`config.mk`:
```
export PLATFORM = sky130hd
export DESIGN_NAME = bresenham_line_stepper
export DESIGN_NICKNAME = d
export VERILOG_FILES = /design/src/hdl/blsp_pkg.sv /design/src/hdl/blsp_front.sv /design/src/hdl/blsp_queue.sv /design/src/hdl/blsp_back.sv /design/src/hdl/bresenham_line_stepper.sv
export SDC_FILE = /design/constraint.sdc
export NUM_CORES = 1
export LEC_CHECK = 0
export ABC_AREA = 1
export BUFFER_PORTS_ARGS = -buffer_cell sky130_fd_sc_hd__buf_2
export CAP_MARGIN = 0
export CORE_ASPECT_RATIO = 1.75
export CORE_MARGIN = 2
export CORE_UTILIZATION = 56
export CTS_BUF_LIST = sky130_fd_sc_hd__clkbuf_16
export DETAILED_ROUTE_END_ITERATION = 7
export HOLD_SLACK_MARGIN = 0.12
export PLACE_DENSITY = 0.77
export SLEW_MARGIN = 5
export SYNTH_ARGS = -nofsm -noshare
export SYNTH_HDL_FRONTEND = slang
export SYNTH_SLANG_ARGS = --single-unit
```
`constraint.sdc`:
```
create_clock -name clk -period 3.9 [get_ports clk]
set_clock_uncertainty 0.15 [all_clocks]
set_input_delay 0.39 -clock clk [delete_from_list [all_inputs] [get_ports clk]]
set_output_delay 0.39 -clock clk [all_outputs]
set_load 0.1 [all_outputs]
```
`src/hdl/blsp_pkg.sv`:
```
`default_nettype none

package blsp_pkg;

  // Default coordinate width.
  localparam int COORD_BITS_DEFAULT = 12;

  // Entries in the queue between the front and back parts (power of two).
  localparam int QUEUE_DEPTH = 2;

  // Item operation codes.
  typedef enum logic {
    OP_LOAD = 1'b0,
    OP_STEP = 1'b1
  } op_t;

endpackage

`default_nettype wire

```
`src/hdl/blsp_front.sv`:
```
`default_nettype none

module blsp_front #(
  parameter int COORD_BITS = blsp_pkg::COORD_BITS_DEFAULT
) (
  input  wire logic                  operation,
  input  wire logic [COORD_BITS-1:0] start_x,
  input  wire logic [COORD_BITS-1:0] start_y,
  input  wire logic [COORD_BITS-1:0] end_x,
  input  wire logic [COORD_BITS-1:0] end_y,
  output blsp_pkg::op_t              op,
  output logic      [COORD_BITS-1:0] dist_x,
  output logic      [COORD_BITS-1:0] dist_y,
  output logic                       x_neg,
  output logic                       y_neg
);

  // Classify the item.
  assign op = blsp_pkg::op_t'(operation);

  // Take axis directions; a zero difference steps upward.
  assign x_neg = end_x < start_x;
  assign y_neg = end_y < start_y;

  // Take absolute axis distances.
  assign dist_x = x_neg ? (start_x - end_x) : (end_x - start_x);
  assign dist_y = y_neg ? (start_y - end_y) : (end_y - start_y);

endmodule

`default_nettype wire

```
`src/hdl/blsp_queue.sv`:
```
`default_nettype none

module blsp_queue #(
  parameter int WIDTH = 8,
  parameter int DEPTH = blsp_pkg::QUEUE_DEPTH
) (
  input  wire logic             clk,
  input  wire logic             rst,
  input  wire logic             wr_en,
  input  wire logic [WIDTH-1:0] wr_data,
  output logic                  full,
  input  wire logic             rd_en,
  output logic      [WIDTH-1:0] rd_data,
  output logic                  rd_valid
);

  localparam int PW = (DEPTH > 1) ? $clog2(DEPTH) : 1;
  localparam int CW = $clog2(DEPTH + 1);

  logic [WIDTH-1:0] slots [DEPTH];
  logic [PW-1:0]    wr_ptr;
  logic [PW-1:0]    rd_ptr;
  logic [CW-1:0]    count;

  logic do_wr;
  logic do_rd;

  assign full     = count == CW'(DEPTH);
  assign rd_valid = count != '0;
  assign rd_data  = slots[rd_ptr];
  assign do_wr    = wr_en && !full;
  assign do_rd    = rd_en && rd_valid;

  // Store an incoming item.
  always_ff @(posedge clk) begin
    if (do_wr) begin
      slots[wr_ptr] <= wr_data;
    end
  end

  // Advance pointers and track the fill level.
  always_ff @(posedge clk) begin
    if (rst) begin
      wr_ptr <= '0;
      rd_ptr <= '0;
      count  <= '0;
    end else begin
      if (do_wr) begin
        wr_ptr <= wr_ptr + 1'b1;
      end
      if (do_rd) begin
        rd_ptr <= rd_ptr + 1'b1;
      end
      if (do_wr && !do_rd) begin
        count <= count + 1'b1;
      end else if (do_rd && !do_wr) begin
        count <= count - 1'b1;
      end
    end
  end

endmodule

`default_nettype wire

```
`src/hdl/blsp_back.sv`:
```
`default_nettype none

module blsp_back #(
  parameter int COORD_BITS = blsp_pkg::COORD_BITS_DEFAULT
) (
  input  wire logic                  clk,
  input  wire logic                  rst,
  // queue side
  input  wire logic                  q_valid,
  input  wire blsp_pkg::op_t         q_op,
  input  wire logic [COORD_BITS-1:0] q_start_x,
  input  wire logic [COORD_BITS-1:0] q_start_y,
  input  wire logic [COORD_BITS-1:0] q_dist_x,
  input  wire logic [COORD_BITS-1:0] q_dist_y,
  input  wire logic                  q_x_neg,
  input  wire logic                  q_y_neg,
  output logic                       q_pop,
  // result side
  output logic                       empty,
  input  wire logic                  pop,
  output logic      [COORD_BITS-1:0] pixel_x,
  output logic      [COORD_BITS-1:0] pixel_y,
  output logic                       last_pixel
);

  localparam int CB = COORD_BITS;
  localparam int EW = CB + 3;

  // Line state
  logic [CB-1:0] cur_x;
  logic [CB-1:0] cur_y;
  logic [CB-1:0] remaining;
  logic [EW-1:0] error_term;
  logic [CB:0]   inc_minor;
  logic [CB+1:0] inc_both;
  logic          step_x_neg;
  logic          step_y_neg;
  logic          axes_swapped;
  logic          out_valid;

  // Load setup
  logic          swap_ld;
  logic [CB-1:0] major_ld;
  logic [CB-1:0] minor_ld;

  // Step decisions
  logic          err_pos;
  logic          move_x;
  logic          move_y;
  logic [CB-1:0] cur_x_next;
  logic [CB-1:0] cur_y_next;
  logic [EW-1:0] error_term_next;

  logic          emit_ok;
  logic          live;
  logic          is_step;
  logic          do_load;
  logic          do_step;

  // Pick the major axis for a new line.
  assign swap_ld  = q_dist_y > q_dist_x;
  assign major_ld = swap_ld ? q_dist_y : q_dist_x;
  assign minor_ld = swap_ld ? q_dist_x : q_dist_y;

  // Decide the minor move and the next error term.
  assign err_pos         = !error_term[EW-1] && (error_term != '0);
  assign move_x          = axes_swapped ? err_pos : 1'b1;
  assign move_y          = axes_swapped ? 1'b1 : err_pos;
  assign cur_x_next      = move_x ? (step_x_neg ? cur_x - 1'b1 : cur_x + 1'b1) : cur_x;
  assign cur_y_next      = move_y ? (step_y_neg ? cur_y - 1'b1 : cur_y + 1'b1) : cur_y;
  assign error_term_next = error_term + (err_pos ? {inc_both[CB+1], inc_both}
                                                 : {2'b00, inc_minor});

  // Pop the queue when the item can be carried out; idle steps are dropped.
  assign emit_ok = !out_valid || pop;
  assign live    = remaining != '0;
  assign is_step = q_op == blsp_pkg::OP_STEP;
  assign q_pop   = q_valid && (!is_step || !live || emit_ok);
  assign do_load = q_pop && !is_step;
  assign do_step = q_pop && is_step && live;

  // Hold the line state.
  always_ff @(posedge clk) begin
    if (rst) begin
      remaining <= '0;
    end else if (do_load) begin
      remaining <= major_ld;
    end else if (do_step) begin
      remaining <= remaining - 1'b1;
    end
  end

  always_ff @(posedge clk) begin
    if (do_load) begin
      cur_x        <= q_start_x;
      cur_y        <= q_start_y;
      step_x_neg   <= q_x_neg;
      step_y_neg   <= q_y_neg;
      axes_swapped <= swap_ld;
      error_term   <= {2'b00, minor_ld, 1'b0} - {3'b000, major_ld};
      inc_minor    <= {minor_ld, 1'b0};
      inc_both     <= {1'b0, minor_ld, 1'b0} - {1'b0, major_ld, 1'b0};
    end else if (do_step) begin
      cur_x      <= cur_x_next;
      cur_y      <= cur_y_next;
      error_term <= error_term_next;
    end
  end

  // Hold the result item until it is taken.
  always_ff @(posedge clk) begin
    if (rst) begin
      out_valid <= 1'b0;
    end else if (do_step) begin
      out_valid <= 1'b1;
    end else if (pop) begin
      out_valid <= 1'b0;
    end
  end

  always_ff @(posedge clk) begin
    if (do_step) begin
      pixel_x    <= cur_x;
      pixel_y    <= cur_y;
      last_pixel <= remaining == CB'(1);
    end
  end

  assign empty = !out_valid;

endmodule

`default_nettype wire

```
`src/hdl/bresenham_line_stepper.sv`:
```
// All-octant Bresenham line stepper.
// Input channel (push/full): an item is taken when push is high and full is
// low. operation OP_LOAD latches a line from (start_x,start_y) to
// (end_x,end_y) and gives no result; OP_STEP gives the next pixel of the line.
// A line yields as many pixels as its major-axis distance: the start point is
// included, the end point is not, and the final pixel has last_pixel set.
// A step with no line in progress gives nothing; a load replaces any line.
// Result channel (empty/pop): the oldest pixel is on pixel_x/pixel_y/
// last_pixel while empty is low and is taken when pop is high.
// A step item passes through the queue and then the result register.
// Throughput: one item per cycle while the results are taken; the front
// computes axis distances, a two-entry queue decouples it from the back,
// whose error-term add and coordinate increments finish one step per cycle.
// When pop stays low the result register holds; the queue then fills and
// full rises two items later. Reset empties the queue and the result register
// and leaves no line in progress.
`default_nettype none

module bresenham_line_stepper #(
  parameter int COORD_BITS = blsp_pkg::COORD_BITS_DEFAULT
) (
  input  wire logic                  clk,
  input  wire logic                  rst,
  input  wire logic                  push,
  output logic                       full,
  input  wire logic                  operation,
  input  wire logic [COORD_BITS-1:0] start_x,
  input  wire logic [COORD_BITS-1:0] start_y,
  input  wire logic [COORD_BITS-1:0] end_x,
  input  wire logic [COORD_BITS-1:0] end_y,
  output logic                       empty,
  input  wire logic                  pop,
  output logic      [COORD_BITS-1:0] pixel_x,
  output logic      [COORD_BITS-1:0] pixel_y,
  output logic                       last_pixel
);

  localparam int CB = COORD_BITS;
  localparam int QW = 1 + 4 * CB + 2;

  blsp_pkg::op_t f_op;
  logic [CB-1:0] f_dist_x;
  logic [CB-1:0] f_dist_y;
  logic          f_x_neg;
  logic          f_y_neg;

  logic [QW-1:0] q_wr_data;
  logic [QW-1:0] q_rd_data;
  logic          q_valid;
  logic          q_pop;

  blsp_pkg::op_t q_op;
  logic [CB-1:0] q_start_x;
  logic [CB-1:0] q_start_y;
  logic [CB-1:0] q_dist_x;
  logic [CB-1:0] q_dist_y;
  logic          q_x_neg;
  logic          q_y_neg;

  // Classify items and take the axis distances.
  blsp_front #(.COORD_BITS(CB)) u_front (
    .operation (operation),
    .start_x   (start_x),
    .start_y   (start_y),
    .end_x     (end_x),
    .end_y     (end_y),
    .op        (f_op),
    .dist_x    (f_dist_x),
    .dist_y    (f_dist_y),
    .x_neg     (f_x_neg),
    .y_neg     (f_y_neg)
  );

  assign q_wr_data = {f_op, start_x, start_y, f_dist_x, f_dist_y, f_x_neg, f_y_neg};

  // Queue items between front and back.
  blsp_queue #(.WIDTH(QW), .DEPTH(blsp_pkg::QUEUE_DEPTH)) u_queue (
    .clk      (clk),
    .rst      (rst),
    .wr_en    (push),
    .wr_data  (q_wr_data),
    .full     (full),
    .rd_en    (q_pop),
    .rd_data  (q_rd_data),
    .rd_valid (q_valid)
  );

  assign q_op      = blsp_pkg::op_t'(q_rd_data[QW-1]);
  assign q_start_x = q_rd_data[4*CB+1:3*CB+2];
  assign q_start_y = q_rd_data[3*CB+1:2*CB+2];
  assign q_dist_x  = q_rd_data[2*CB+1:CB+2];
  assign q_dist_y  = q_rd_data[CB+1:2];
  assign q_x_neg   = q_rd_data[1];
  assign q_y_neg   = q_rd_data[0];

  // Step the line and hold the result.
  blsp_back #(.COORD_BITS(CB)) u_back (
    .clk        (clk),
    .rst        (rst),
    .q_valid    (q_valid),
    .q_op       (q_op),
    .q_start_x  (q_start_x),
    .q_start_y  (q_start_y),
    .q_dist_x   (q_dist_x),
    .q_dist_y   (q_dist_y),
    .q_x_neg    (q_x_neg),
    .q_y_neg    (q_y_neg),
    .q_pop      (q_pop),
    .empty      (empty),
    .pop        (pop),
    .pixel_x    (pixel_x),
    .pixel_y    (pixel_y),
    .last_pixel (last_pixel)
  );

endmodule

`default_nettype wire

```
After elaboration in Yosys (flattened, before gate mapping)

Memory sizes are Yosys's and may differ from the RTL's. A register that Yosys moved wholly into a read port is not among the register bits.
Index checks and enable logic that the tools add are counted.

Flip-flop bits (word level): 110
RAM bits: 102
Input port bits: 53
Output and inout port bits: 27
Memories: 1

Add/subtract/negate cells: 16
$lt $le $gt $ge: 3
Equal/unequal tests: 2
Mux-type cells: 27
Reduce and logical (&&, ||, !) cells: 29

Memories:

| memory        | depth | width | rd ports | clocked after Yosys merged registers in | write ports | line             | source |
|---|---|---|---|---|---|---|---|
| u_queue.slots | 2     | 51    | 1        | 1                                       | 1           | blsp_queue.sv:20 | `logic [WIDTH-1:0] slots [DEPTH];` |

Operators with widths:

| operator              | count |
|---|---|
| $mux 12               | 14 |
| $sub 12x12->12        | 4 |
| $mux 15               | 3 |
| $sub 12x1->12 const B | 3 |
| $add 12x1->12 const B | 2 |
| $lt 12x12->1          | 2 |
| $add 15x15->15        | 1 |
| $reduce_bool 15->1    | 1 |
| $sub 13x12->14        | 1 |
| $sub 13x13->14        | 1 |
| $eq 12x1->1 const B   | 1 |
| $gt 12x12->1          | 1 |
| $reduce_bool 12->1    | 1 |
| $reduce_bool 2->1     | 6 |
| $logic_and 1x1->1     | 9 |
| $mux 1                | 8 |
| $logic_not 1->1       | 7 |
| $mux 2                | 2 |
| $reduce_and 2->1      | 2 |
| $logic_or 1x1->1      | 3 |
| $add 1x1->1 const B   | 2 |
| $add 2x1->2 const B   | 1 |
| $eq 2x2->1 const B    | 1 |
| $sub 2x1->2 const B   | 1 |

Longest topological paths before layout

Gate-level depths: netlist of run 1.

Depth after elaboration: 9
Depth in mapped cells: 32
Mapped depth without buffers: 27

Modules after synthesis

From an unflattened synthesis of run 1, not the netlist that was laid out.

Cell total of the unflattened synthesis: 1652
Area total of the unflattened synthesis: 14521.4 µm²

Modules (own cells, without submodules):

| module     | times used | cells each | area each (µm²) | seq. area each (µm²) |
|---|---|---|---|---|
| blsp_back  | 1          | 890        | 7378.3          | 3022.9 |
| blsp_queue | 1          | 196        | 4180.3          | 3163.0 |
| blsp_front | 1          | 566        | 2962.8          | 0.0 |

Worst setup path after synthesis of run 1

No wires, ideal clock.

Path kind: reg-to-reg
From: reg (tool-made name)
To: reg u_back.error_term[12] (data pin)
Library setup time: 0.252 ns
Arrival time: 3.539 ns
Required time: 3.498 ns
Setup slack: -0.041 ns
Stages on the path, launching flop included: 27
Clock period less this slack: 3.941 ns
Cells stage by stage: dfxtp_1 > buf_6 > clkbuf_1 > buf_2 > mux2i_1 > inv_1 > ha_1 > nand2_1 > inv_2 > nand2_2 > clkinv_1 > nand2_1 > nand3_2 > nand2_4 > buf_6 > nand2_1 > o21ai_2 > inv_1 > fa_1 > inv_1 > nand3_2 > a21boi_2 > nand3_1 > nand3_1 > nand2_1 > nand2_1 > nand2_1

RTL lines:

| what                 | line             | source |
|---|---|---|
| end signal, assigned | blsp_back.sv:100 | `error_term <= {2'b00, minor_ld, 1'b0} - {3'b000, major_ld};` |
| end signal, assigned | blsp_back.sv:106 | `error_term <= error_term_next;` |
| end, declared        | blsp_back.sv:33  | `logic [EW-1:0] error_term;` |

==> key figures, run 1 <==
Floorplanning
  – Die area: 25500 um^2
  – Core area: 23800 um^2
  – Initial Util: 56.8%
  – Die W: 122 um
  – Num ports: 80
  – Row cnt: 75
  – Die height: 210 um

Global route
  – Initial antenna violation count: 0
  – Largest net degree at the start of global routing: 87
  – Vias in the first global route: 11400
  – First-pass GRT wire length: 55.7 mm
  – Total congestion overflow: 0
  – Gr usage total: 28.1%

Synth
  – Sequential fraction of the synthesis area: 45.7%
  – EDFF count, synth: 194
  – Mapped Avg Cell Area: 8.66 um^2
  – Seq cells post-synth: 212
  – Synth top area share: 43.0%
  – Post-synthesis cell count: 1564
  – Synth top area cells: edfxtp_1 (43%), nand2_1 (12%), ha_1 (9.1%)
  – Synthesized Nets: 1724
  – FFs w/ async S/R, synth: 0%
  – Syn. warnings: 0
  – Number of distinct library cells after synthesis: 55
  – Synthesized area: 13500 um^2
  – Yosys top cell by area: edfxtp_1
  – Synth Flop Type: edfxtp_1

STA
  – Final worst path period need: 3.89 ns
  – Hold Vio Cnt, Final: 0
  – Fin crit share: 99.8%
  – Fmax: 257 MHz
  – RSZ-0062 raised after global routing: yes
  – Normalized max-slew margin: 52.6%
  – Final setup viols: 0
  – Final setup margin: 0.00665 ns
  – Slew @ Worst Pin: 0.703 ns
  – Max-slew violation count: 0

Layout
  – Final instance area: 16500 um^2
  – Max reg flops: 102
  – Share of cells above drive strength 1: 20.8%
  – Final Net Count: 1951
  – N_diodes: 0
  – Non-filler cells in the finished layout: 2113
  – Reg with most FFs: u_queue.slots
  – Syn-to-layout area delta: 21.9%
  – FILL cells: 1816
  – Multi-input logic area: 6730 um^2
  – Top Registers: u_queue.slots (102), u_back.error_term (15), u_back.inc_both (13)
  – Sequential cell area: 6190 um^2

Detailed routing
  – Initial DRC count: 720
  – Residual DRC: 1
  – Drt via density: 5.58
  – DR vias: 11800
  – Post-Route WL: 37.1 mm
  – Average wire per standard cell: 17.6 um
  – TritonRoute pass-1 iters: 7
  – DRT antenna net count: 0

Run status
  – Outcome: finished with violations
  – Violated checks: DRC

CTS
  – CTS Buffer Depth: 3
  – Root Driver: clkbuf_16
  – Htree depth: 1
  – CTS Sinks: 212
  – CTS buffer count: 21
  – CTS tree: done
  – CTS clk-pin slew, worst paths: 0.06 ns
  – Worst-skew pair later-pin latency: 0.52 ns

Critical path
  – CP Class: reg2reg
  – Data required, critical path: 4.02 ns
  – Crit end category: flip-flop
  – Maximum net fanout on the critical path: 9
  – Crit path DAT: 4.02 ns
  – Reg2reg setup slack: 0.007 ns
  – Worst Setup Start Kind: flip-flop

Worst hold path
  – Hold crit path type: in2reg

Flow run
  – Max cap viols: 0

Placement
  – GPL Wtd Cong: 0.989
  – HPWL after DPL: 27.3 mm
  – Pre-CTS WS: -0.00817 ns
  – Port Buffers: 79
  – Placed cell area: 15000 um^2
  – Placed cells: 2025
per-layer routing:
layer	vias up	routed length [um]	global-route usage, %
li1	5705	-	-
met1	5513	12600	28.4
met2	428	20200	53.3
met3	136	1670	2.91
met4	0	2650	18.2
met5	-	0	0
through the flow:
step | util [%] | TNS, ns | hold WS, ns
2_1_floorplan | - | 0 | 0.275
3_3_place_gp | 62.9 | 0 | 0.287
3_5_place_dp | 62.9 | -0.00817 | 0.291
4_1_cts | 67.0 | 0 | 0.122
5_1_grt | 69.3 | -1.19 | 0.149
6_report | 69.3 | 0 | 0.136
kinds of logic after synthesis:
logic type,synth area share [%]
XOR/XNOR,3.81
adder cells (fa/ha/maj),10.3
multiplexers,0.665
AND/OR/NAND/NOR,20.0
buffers and inverters,7.00
flip-flops,45.7
AO/OA/AOI/OAI,12.5
layout by cell type, fill, tap and decap left out, types with 5 or more instances in the layout:
cell type | synthesis | final
ha_4 | 0 | 11
nor3_1 | 11 | 11
dfxtp_1 | 18 | 17
mux2i_1 | 9 | 8
a211oi_1 | 6 | 6
or2_2 | 18 | 17
a21o_1 | 13 | 13
nand3_2 | 3 | 6
xor2_1 | 41 | 41
o21ai_1 | 13 | 21
dlygate4sd3_1 | 0 | 28
o211ai_1 | 6 | 6
clkbuf_16 | 0 | 23
a21oi_2 | 5 | 5
nand2_2 | 13 | 27
buf_4 | 3 | 122
fa_1 | 8 | 7
xnor2_1 | 18 | 18
o21ai_0 | 101 | 82
buf_2 | 7 | 80
buf_6 | 6 | 7
nand2_1 | 435 | 421
o21ai_2 | 9 | 16
nor2_2 | 3 | 5
a31oi_1 | 7 | 7
o21bai_1 | 5 | 5
nand3_1 | 67 | 63
nor2_1 | 75 | 71
nand4_1 | 7 | 7
inv_2 | 13 | 21
o2111ai_1 | 5 | 5
inv_1 | 183 | 176
a21oi_1 | 102 | 101
edfxtp_1 | 194 | 194
ha_1 | 99 | 88
cells in the mapped netlist (all sizes together), types with 3 or more instances:
| master | count |
|---|---|
| nand2 | 450 |
| inv | 196 |
| edfxtp | 194 |
| o21ai | 123 |
| a21oi | 107 |
| ha | 99 |
| nor2 | 78 |
| nand3 | 70 |
| xor2 | 41 |
| or2 | 21 |
| clkbuf | 20 |
| buf | 18 |
| dfxtp | 18 |
| xnor2 | 18 |
| a21o | 13 |
| nor3 | 13 |
| mux2i | 9 |
| fa | 8 |
| a31oi | 7 |
| nand4 | 7 |
| a211oi | 6 |
| a21boi | 6 |
| o211ai | 6 |
| o21bai | 6 |
| o2111ai | 5 |
| a221oi | 4 |
| o31ai | 4 |
| and2 | 3 |
| nor4 | 3 |
final cells by class:
type	instances	share of cell area [%]
clock buffer	22	3.33
clock inverter	15	0.780
inverter	197	4.55
multi-input combinational	1117	40.8
sequential	212	37.5
tap	308	2.33
timing repair buffer	242	10.8
worst max-delay path: stages, from the launching register on:
cell and delay, ns:
dfxtp_4 0.38, buf_4 0.15, clkbuf_16 0.17, o21ai_4 0.17
inv_2 0.07, ha_4 0.28, nand4_1 0.19, buf_4 0.20
nor3_2 0.12, nand2_1 0.13, nand2_4 0.14, buf_6 0.14
o21ai_4 0.07, buf_6 0.13, fa_2 0.39, inv_2 0.08
nand3_4 0.10, a21boi_4 0.22, nand3_2 0.12, nand3_2 0.09
nand2_1 0.05, nand2_1 0.06, nand2_1 0.05
worst paths after layout:
kind	end	cells after the start	startpoint
worst max-delay path	u_back.error_term[12]$_DFFE_PP_	22	flip-flop
worst min-delay path	u_queue.slots[1][14]$_DFFE_PP_	3	end_x[0]
worst max register to register	u_back.error_term[12]$_DFFE_PP_	22	flip-flop
worst min register to register	u_back.pixel_y[2]$_DFFE_PP_	0	u_back.cur_y[2]$_DFFE_PP_
timing repair:
item,CTS,global route
cloned,0,1
gates resized for setup,1,100
endpoints found under the setup margin,2,36
endpoints found under the hold margin,58,0
pin swaps,0,13
buffers inserted,0,22
hold buffers,28,0
Power of run 1 is left out: the tool's default activity adds up to more than one toggle a clock period on the data nets, which glitch-free logic cannot reach.
==> run 2: changes to the inputs <==
--- a/config.mk
+++ b/config.mk
@@ -10,5 +10,4 @@
 export CAP_MARGIN = 0
 export CORE_ASPECT_RATIO = 1.75
-export CORE_MARGIN = 2
 export CORE_UTILIZATION = 56
 export CTS_BUF_LIST = sky130_fd_sc_hd__clkbuf_16
--- a/constraint.sdc
+++ b/constraint.sdc
@@ -3,3 +3,3 @@
 set_input_delay 0.39 -clock clk [delete_from_list [all_inputs] [get_ports clk]]
 set_output_delay 0.39 -clock clk [all_outputs]
-set_load 0.1 [all_outputs]
+set_load 0.01 [all_outputs]
==> run 2 against run 1 <==
Net effect:
- the run now ends clean
- wire length is 1.1% lower
- critical path depth is 3 lower
- maximum frequency is 4.9% higher
- die area is 2.6% lower
- global-route usage is 1.4 points higher
- critical endpoint is now u_back.error_term[13]$_DFFE_PP_
==> key figures, run 2 (synthesized netlist as in run 1, its figures left out) <==
Run status
  – Outcome: finished clean (was finished with violations)

CTS
  – Htree depth: 1 (unchanged)
  – CTS clk-pin slew, worst paths: 0.07 ns (was 0.06 ns)
  – Root Driver: clkbuf_16 (unchanged)
  – CTS Buffer Depth: 3 (unchanged)
  – CTS buffer count: 20 (was 21)
  – CTS tree: done (unchanged)
  – CTS Sinks: 212 (unchanged)
  – Worst-skew pair later-pin latency: 0.53 ns (was 0.52 ns)

Layout
  – N_diodes: 0 (unchanged)
  – Most common cell after layout, fill and taps aside: nand2_1 (unchanged)
  – Top Registers: u_queue.slots (102), u_back.error_term (15), u_back.inc_both (13) (unchanged)
  – Reg with most FFs: u_queue.slots (unchanged)
  – Final Net Count: 1928 (was 1951)
  – Non-filler cells in the finished layout: 2089 (was 2113)
  – FILL cells: 1873 (was 1816)
  – Multi-input logic area: 6700 um^2 (was 6730 um^2)
  – Commonest non-fill, non-tap cells in the layout: nand2_1 (420), edfxtp_1 (194), inv_1 (177), buf_4 (105), a21oi_1 (99) (was nand2_1 (421), edfxtp_1 (194), inv_1 (176), buf_4 (122), a21oi_1 (101))
  – Sequential cell area: 6190 um^2 (unchanged)
  – Max reg flops: 102 (unchanged)
  – Syn-to-layout area delta: 20.8% (was 21.9%)
  – Share of cells above drive strength 1: 19.5% (was 20.8%)

Detailed routing
  – DRT antenna net count: 0 (unchanged)
  – Residual DRC: 0 (was 1)
  – Drt via density: 5.49 (was 5.58)
  – Average wire per standard cell: 17.6 um (about the same)
  – TritonRoute pass-1 iters: 6 (was 7)
  – Initial DRC count: 731 (was 720)
  – DR vias: 11500 (was 11800)
  – Post-Route WL: 36.7 mm (was 37.1 mm)

Critical path
  – Worst Setup Start Kind: flip-flop (unchanged)
  – CP Cell Sequence: nor4_2 -> buf_4 -> nand4_1 -> nand2_2 -> inv_1 -> nand2_2 -> nand2_1 -> ha_1 -> fa_1 -> a21oi_2 -> o21ai_0 -> a21oi_1 -> o21ai_1 -> a21oi_1 -> o21bai_1 -> nor2_1 -> nor2_1 -> nand2_1 -> nand2_1 (was buf_4 -> clkbuf_16 -> o21ai_4 -> inv_2 -> ha_4 -> nand4_1 -> buf_4 -> nor3_2 -> nand2_1 -> nand2_4 -> buf_6 -> o21ai_4 -> buf_6 -> fa_2 -> inv_2 -> nand3_4 -> a21boi_4 -> nand3_2 -> nand3_2 -> nand2_1 -> nand2_1 -> nand2_1)
  – Reg2reg setup slack: 0.19 ns (was 0.007 ns)
  – CP max stage cell: edfxtp_1 (was fa_2)
  – Reg2reg start: u_back.error_term[1]$_DFFE_PP_
  – Most frequent CP cell: nand2_1 (unchanged)
  – Critical Path Start: u_back.error_term[1]$_DFFE_PP_
  – Crit path DAT: 3.84 ns (was 4.02 ns)
  – FF-to-FF path depth: 19 (was 22)
  – Maximum net fanout on the critical path: 5 (was 9)
  – CP Class: reg2reg (unchanged)
  – Max stage delay on crit path: 0.42 ns (was 0.39 ns)
  – Crit end category: flip-flop (unchanged)
  – Data required, critical path: 4.03 ns (was 4.02 ns)

Flow run
  – Max cap viols: 0 (unchanged)

Worst hold path
  – Hold Path Origin: end_x[0] (unchanged)
  – Hold crit path type: in2reg (unchanged)
  – Hold path cells: 3 (unchanged)

STA
  – Final setup viols: 0 (unchanged)
  – Fin crit share: 95.1% (was 99.8%)
  – Fmax: 270 MHz (was 257 MHz)
  – Hold Vio Cnt, Final: 0 (unchanged)
  – Hold Worst Slack: 0.136 ns (about the same)
  – Final worst path period need: 3.71 ns (was 3.89 ns)
  – RSZ-0062 raised after global routing: yes (unchanged)
  – Slew @ Worst Pin: 1.04 ns (was 0.703 ns)
  – Max-slew violation count: 0 (unchanged)
  – TNS Setup: 0 ns (unchanged)
  – Normalized max-slew margin: 30.3% (was 52.6%)

Floorplanning
  – Die W: 120 um (was 122 um)
  – Die area: 24800 um^2 (was 25500 um^2)
  – Initial Util: 56.8% (unchanged)
  – Core area: 23800 um^2 (unchanged)
  – Num ports: 80 (unchanged)
  – Row cnt: 75 (unchanged)
  – Die height: 208 um (was 210 um)

Global route
  – First-pass GRT wire length: 57.0 mm (was 55.7 mm)
  – Largest net degree at the start of global routing: 65 (was 87)
  – Vias in the first global route: 11300 (was 11400)
  – Total congestion overflow: 0 (unchanged)
  – Initial antenna violation count: 0 (unchanged)
  – Gr usage total: 29.5% (was 28.1%)

Placement
  – GPL Wtd Cong: 0.960 (was 0.989)
  – Port Buffers: 79 (unchanged)
  – Placed cells: 2013 (was 2025)
  – HPWL after DPL: 28.0 mm (was 27.3 mm)
run 2: path summary, 6_finish.rpt:
| kind | to |
|---|---|
| hold reg to reg | u_queue.rd_ptr$_SDFFE_PP0P_ |
| setup reg to reg | u_back.error_term[13]$_DFFE_PP_ |
| setup / recovery | u_back.error_term[13]$_DFFE_PP_ |
| hold / removal | u_queue.slots[1][14]$_DFFE_PP_ |
run 2: critical path: cells and delay by family (launching register included):
family	cells	cell delay, ns
AND/OR/NAND/NOR	9	1.02
AO/OA/AOI/OAI	6	0.98
adder cells (fa/ha/maj)	2	0.62
flip-flops	1	0.42
buffers and inverters	2	0.26
run 2: final cells by class:
type                       instances  share of cell area (%)
clock buffer                      20                    3.06
clock inverter                    15                    1.47
inverter                         197                    4.57
multi-input combinational       1117                    40.9
sequential                       212                    37.8
tap                              308                    2.36
timing repair buffer             220                    9.77
run 2: metal layers:
layer	track usage [%]	wire (um)
met1	31.0	13200
met2	55.8	19900
met3	2.50	1170
met4	17.8	2400
met5	0	0
run 2: metrics by stage:
stage               util [%]  cell area [um^2]  setup slack (ns)
floorplan                  -             13500            0.0884
global placement        62.5             14900            0.0345
detailed placement      62.5             14900           -0.0663
CTS                     66.9             15900           0.00942
global route            68.6             16400           -0.0531
finish                  68.6             16400             0.190
run 2: what timing repair did:
action	in CTS	in global routing
setup buffers	1	9
setup endpoints to repair	10	44
resized for setup	1	84
cloned	0	2
hold buffers	29	0
endpoints found under the hold margin	60	0
pin swaps	0	15
Power of run 2 is left out for the same reason.
==> run 3: changes to the inputs <==
Settings changed: CORE_UTILIZATION 56 to 60, PLACE_DENSITY 0.77 to 0.79.
Clock period 3.9 ns to 4.4 ns, I/O delays scaled along.
==> run 3 against run 2 <==
Net effect:
- hold slack better by 0.051 ns
- register-to-register slack better by 0.14 ns
- wire length down 1.9%
- critical path type unchanged
- die area down 6.6%
==> key figures, run 3 (synthesized netlist as in run 1, its figures left out) <==
Run status
  – Outcome: finished clean (unchanged)

Global route
  – GR Util met3: 3.89% (was 2.50%)
  – Busiest grt layer: met2 (unchanged)
  – Initial antenna violation count: 0 (unchanged)
  – Met2 Usage GRT: 58.7% (was 55.8%)
  – Gr usage total: 31.9% (was 29.5%)
  – Met1 Use GR: 32.7% (was 31.0%)
  – Vias in the first global route: 11300 (about the same)
  – Total congestion overflow: 0 (unchanged)
  – Largest net degree at the start of global routing: 56 (was 65)
  – First-pass GRT wire length: 56.3 mm (was 57.0 mm)

Layout
  – Final instance area: 15400 um^2 (was 16400 um^2)
  – Reg with most FFs: u_queue.slots (unchanged)
  – Final Net Count: 1849 (was 1928)
  – Share of cells above drive strength 1: 12.9% (was 19.5%)
  – Top Registers: u_queue.slots (102), u_back.error_term (15), u_back.inc_both (13) (unchanged)
  – Final Util: 69.4% (was 68.6%)
  – Max reg flops: 102 (unchanged)
  – N_diodes: 0 (unchanged)
  – Non-filler cells in the finished layout: 2000 (was 2089)
  – Most common cell after layout, fill and taps aside: nand2_1 (unchanged)
  – Commonest non-fill, non-tap cells in the layout: nand2_1 (435), edfxtp_1 (194), inv_1 (186), a21oi_1 (102), o21ai_0 (100) (was nand2_1 (420), edfxtp_1 (194), inv_1 (177), buf_4 (105), a21oi_1 (99))
  – Syn-to-layout area delta: 13.5% (was 20.8%)
  – FILL cells: 1817 (was 1873)

Floorplanning
  – Num ports: 80 (unchanged)
  – Row cnt: 72 (was 75)
  – Die area: 23200 um^2 (was 24800 um^2)
  – Die W: 116 um (was 120 um)
  – Die height: 201 um (was 208 um)
  – Core area: 22200 um^2 (was 23800 um^2)
  – Initial Util: 61.1% (was 56.8%)

STA
  – Fmax: 245 MHz (was 270 MHz)
  – Slew @ Worst Pin: 0.733 ns (was 1.04 ns)
  – Hold Vio Cnt, Final: 0 (unchanged)
  – Fin crit share: 92.6% (was 95.1%)
  – Normalized max-slew margin: 50.6% (was 30.3%)
  – Final setup viols: 0 (unchanged)
  – Final setup margin: 0.325 ns (was 0.190 ns)
  – Max-slew violation count: 0 (unchanged)
  – Final worst path period need: 4.07 ns (was 3.71 ns)

Placement
  – GPL Wtd Cong: 0.988 (was 0.960)
  – Placed cells: 1927 (was 2013)
  – Pre-CTS WS: 0.254 ns (was -0.0663 ns)
  – Placed cell area: 14300 um^2 (was 14900 um^2)
  – HPWL after DPL: 27.1 mm (was 28.0 mm)
  – Port Buffers: 79 (unchanged)

CTS
  – CTS Buffer Depth: 3 (unchanged)
  – Worst-skew pair later-pin latency: 0.52 ns (was 0.53 ns)
  – CTS tree: done (unchanged)
  – CTS clk-pin slew, worst paths: 0.07 ns (about the same)
  – CTS Sinks: 212 (unchanged)
  – Htree depth: 1 (unchanged)
  – CTS buffer count: 21 (was 20)
  – Root Driver: clkbuf_16 (unchanged)

Detailed routing
  – Initial DRC count: 661 (was 731)
  – Drt via density: 5.61 (was 5.49)
  – DRT antenna net count: 0 (unchanged)
  – Post-Route WL: 36.0 mm (was 36.7 mm)
  – DR vias: 11200 (was 11500)
  – Average wire per standard cell: 18.0 um (was 17.6 um)
  – TritonRoute pass-1 iters: 5 (was 6)
  – Residual DRC: 0 (unchanged)

Critical path
  – Crit end category: flip-flop (unchanged)
  – Max stage delay on crit path: 0.43 ns (was 0.42 ns)
  – CP delay by family, top: simple AND/OR/NAND/NOR gates (unchanged)
  – Reg2reg setup slack: 0.33 ns (was 0.19 ns)
  – CP max stage cell: fa_1 (was edfxtp_1)
  – Worst reg2reg endpoint: u_back.error_term[12]$_DFFE_PP_ (was u_back.error_term[13]$_DFFE_PP_)
  – Worst Setup Start Kind: flip-flop (unchanged)
  – Maximum net fanout on the critical path: 26 (was 5)
  – Crit path buffers/inverters: 4 (was 2)
  – FF-to-FF path depth: 20 (was 19)
  – CP Cell Sequence: inv_4 -> or2_1 -> o21ai_0 -> inv_2 -> ha_1 -> nand4_1 -> nor3_2 -> nand2_1 -> buf_4 -> nand3_1 -> nand2_1 -> fa_1 -> inv_1 -> nand3_2 -> a21boi_2 -> nand3_1 -> nand3_1 -> nand2_1 -> nand2_1 -> nand2_1 (was nor4_2 -> buf_4 -> nand4_1 -> nand2_2 -> inv_1 -> nand2_2 -> nand2_1 -> ha_1 -> fa_1 -> a21oi_2 -> o21ai_0 -> a21oi_1 -> o21ai_1 -> a21oi_1 -> o21bai_1 -> nor2_1 -> nor2_1 -> nand2_1 -> nand2_1)
  – CP Class: reg2reg (unchanged)
  – Crit path DAT: 4.20 ns (was 3.84 ns)
  – Most frequent CP cell: nand2_1 (unchanged)
  – Data required, critical path: 4.52 ns (was 4.03 ns)

Worst hold path
  – Hold path cells: 3 (unchanged)
  – Hold Path Origin: end_x[0] (unchanged)
  – Min-Delay Endpoint: u_queue.slots[1][14]$_DFFE_PP_ (unchanged)
  – Hold crit path type: in2reg (unchanged)

Flow run
  – Max cap viols: 0 (unchanged)
-- run 3: cell types whose count changed in the layout (fill, tap and decap cells not counted), moves of 4 or more --
cell	previous run	this run
o21ai_1	24	14
ha_4	9	2
ha_1	90	96
o21ai_0	83	100
nand2_2	26	14
buf_4	105	29
inv_2	19	13
bufinv_16	5	1
clkinv_1	2	6
inv_1	177	186
o21ai_2	15	8
nand2_1	420	435
-- run 3: worst max-delay path by stage --
stage	startpoint	endpoint	slack (ns)	depth (start not counted)
floorplan	flip-flop	u_back.error_term[12]$_DFFE_PP_	0.46	26
global placement	flip-flop	u_back.error_term[12]$_DFFE_PP_	0.33	22
detailed placement	flip-flop	u_back.error_term[12]$_DFFE_PP_	0.25	21
CTS	flip-flop	u_back.error_term[12]$_DFFE_PP_	0.23	21
global route	flip-flop	u_back.error_term[10]$_DFFE_PP_	-0.06	23
finish	flip-flop	u_back.error_term[12]$_DFFE_PP_	0.33	20
-- run 3: tightest hold or removal path: stages --
cell and delay (ns):
buf_2 0.09, ha_1 0.12, inv_1 0.04
-- run 3: metrics by stage --
step	hold slack, ns	setup TNS (ns)
2_1_floorplan	0.275	0
3_3_place_gp	0.285	0
3_5_place_dp	0.290	0
4_1_cts	0.182	0
5_1_grt	0.202	-0.128
6_report	0.187	0
-- run 3: layout make-up --
cell class / count / area (um^2) / area share (%)
multi-input combinational: 1118 / 6480 / 42.1
sequential: 212 / 6190 / 40.3
timing repair buffer: 139 / 950 / 6.18
inverter: 197 / 742 / 4.83
clock buffer: 21 / 526 / 3.42
tap: 296 / 370 / 2.41
clock inverter: 17 / 121 / 0.789
-- run 3: repair_timing --
action | 4_1_cts | 5_1_grt
hold buffers | 28 | 0
gates resized for setup | 0 | 11
endpoints found under the hold margin | 57 | 0
buffers inserted | 0 | 5
endpoints found under the setup margin | 0 | 13
-- run 3: per-layer routing --
| layer | vias up | wire length, um |
|---|---|---|
| li1 | 5498 | - |
| met4 | 0 | 2600 |
| met3 | 132 | 1660 |
| met5 | - | 0 |
| met2 | 420 | 19100 |
| met1 | 5160 | 12600 |
Power of run 3 is left out for the same reason.
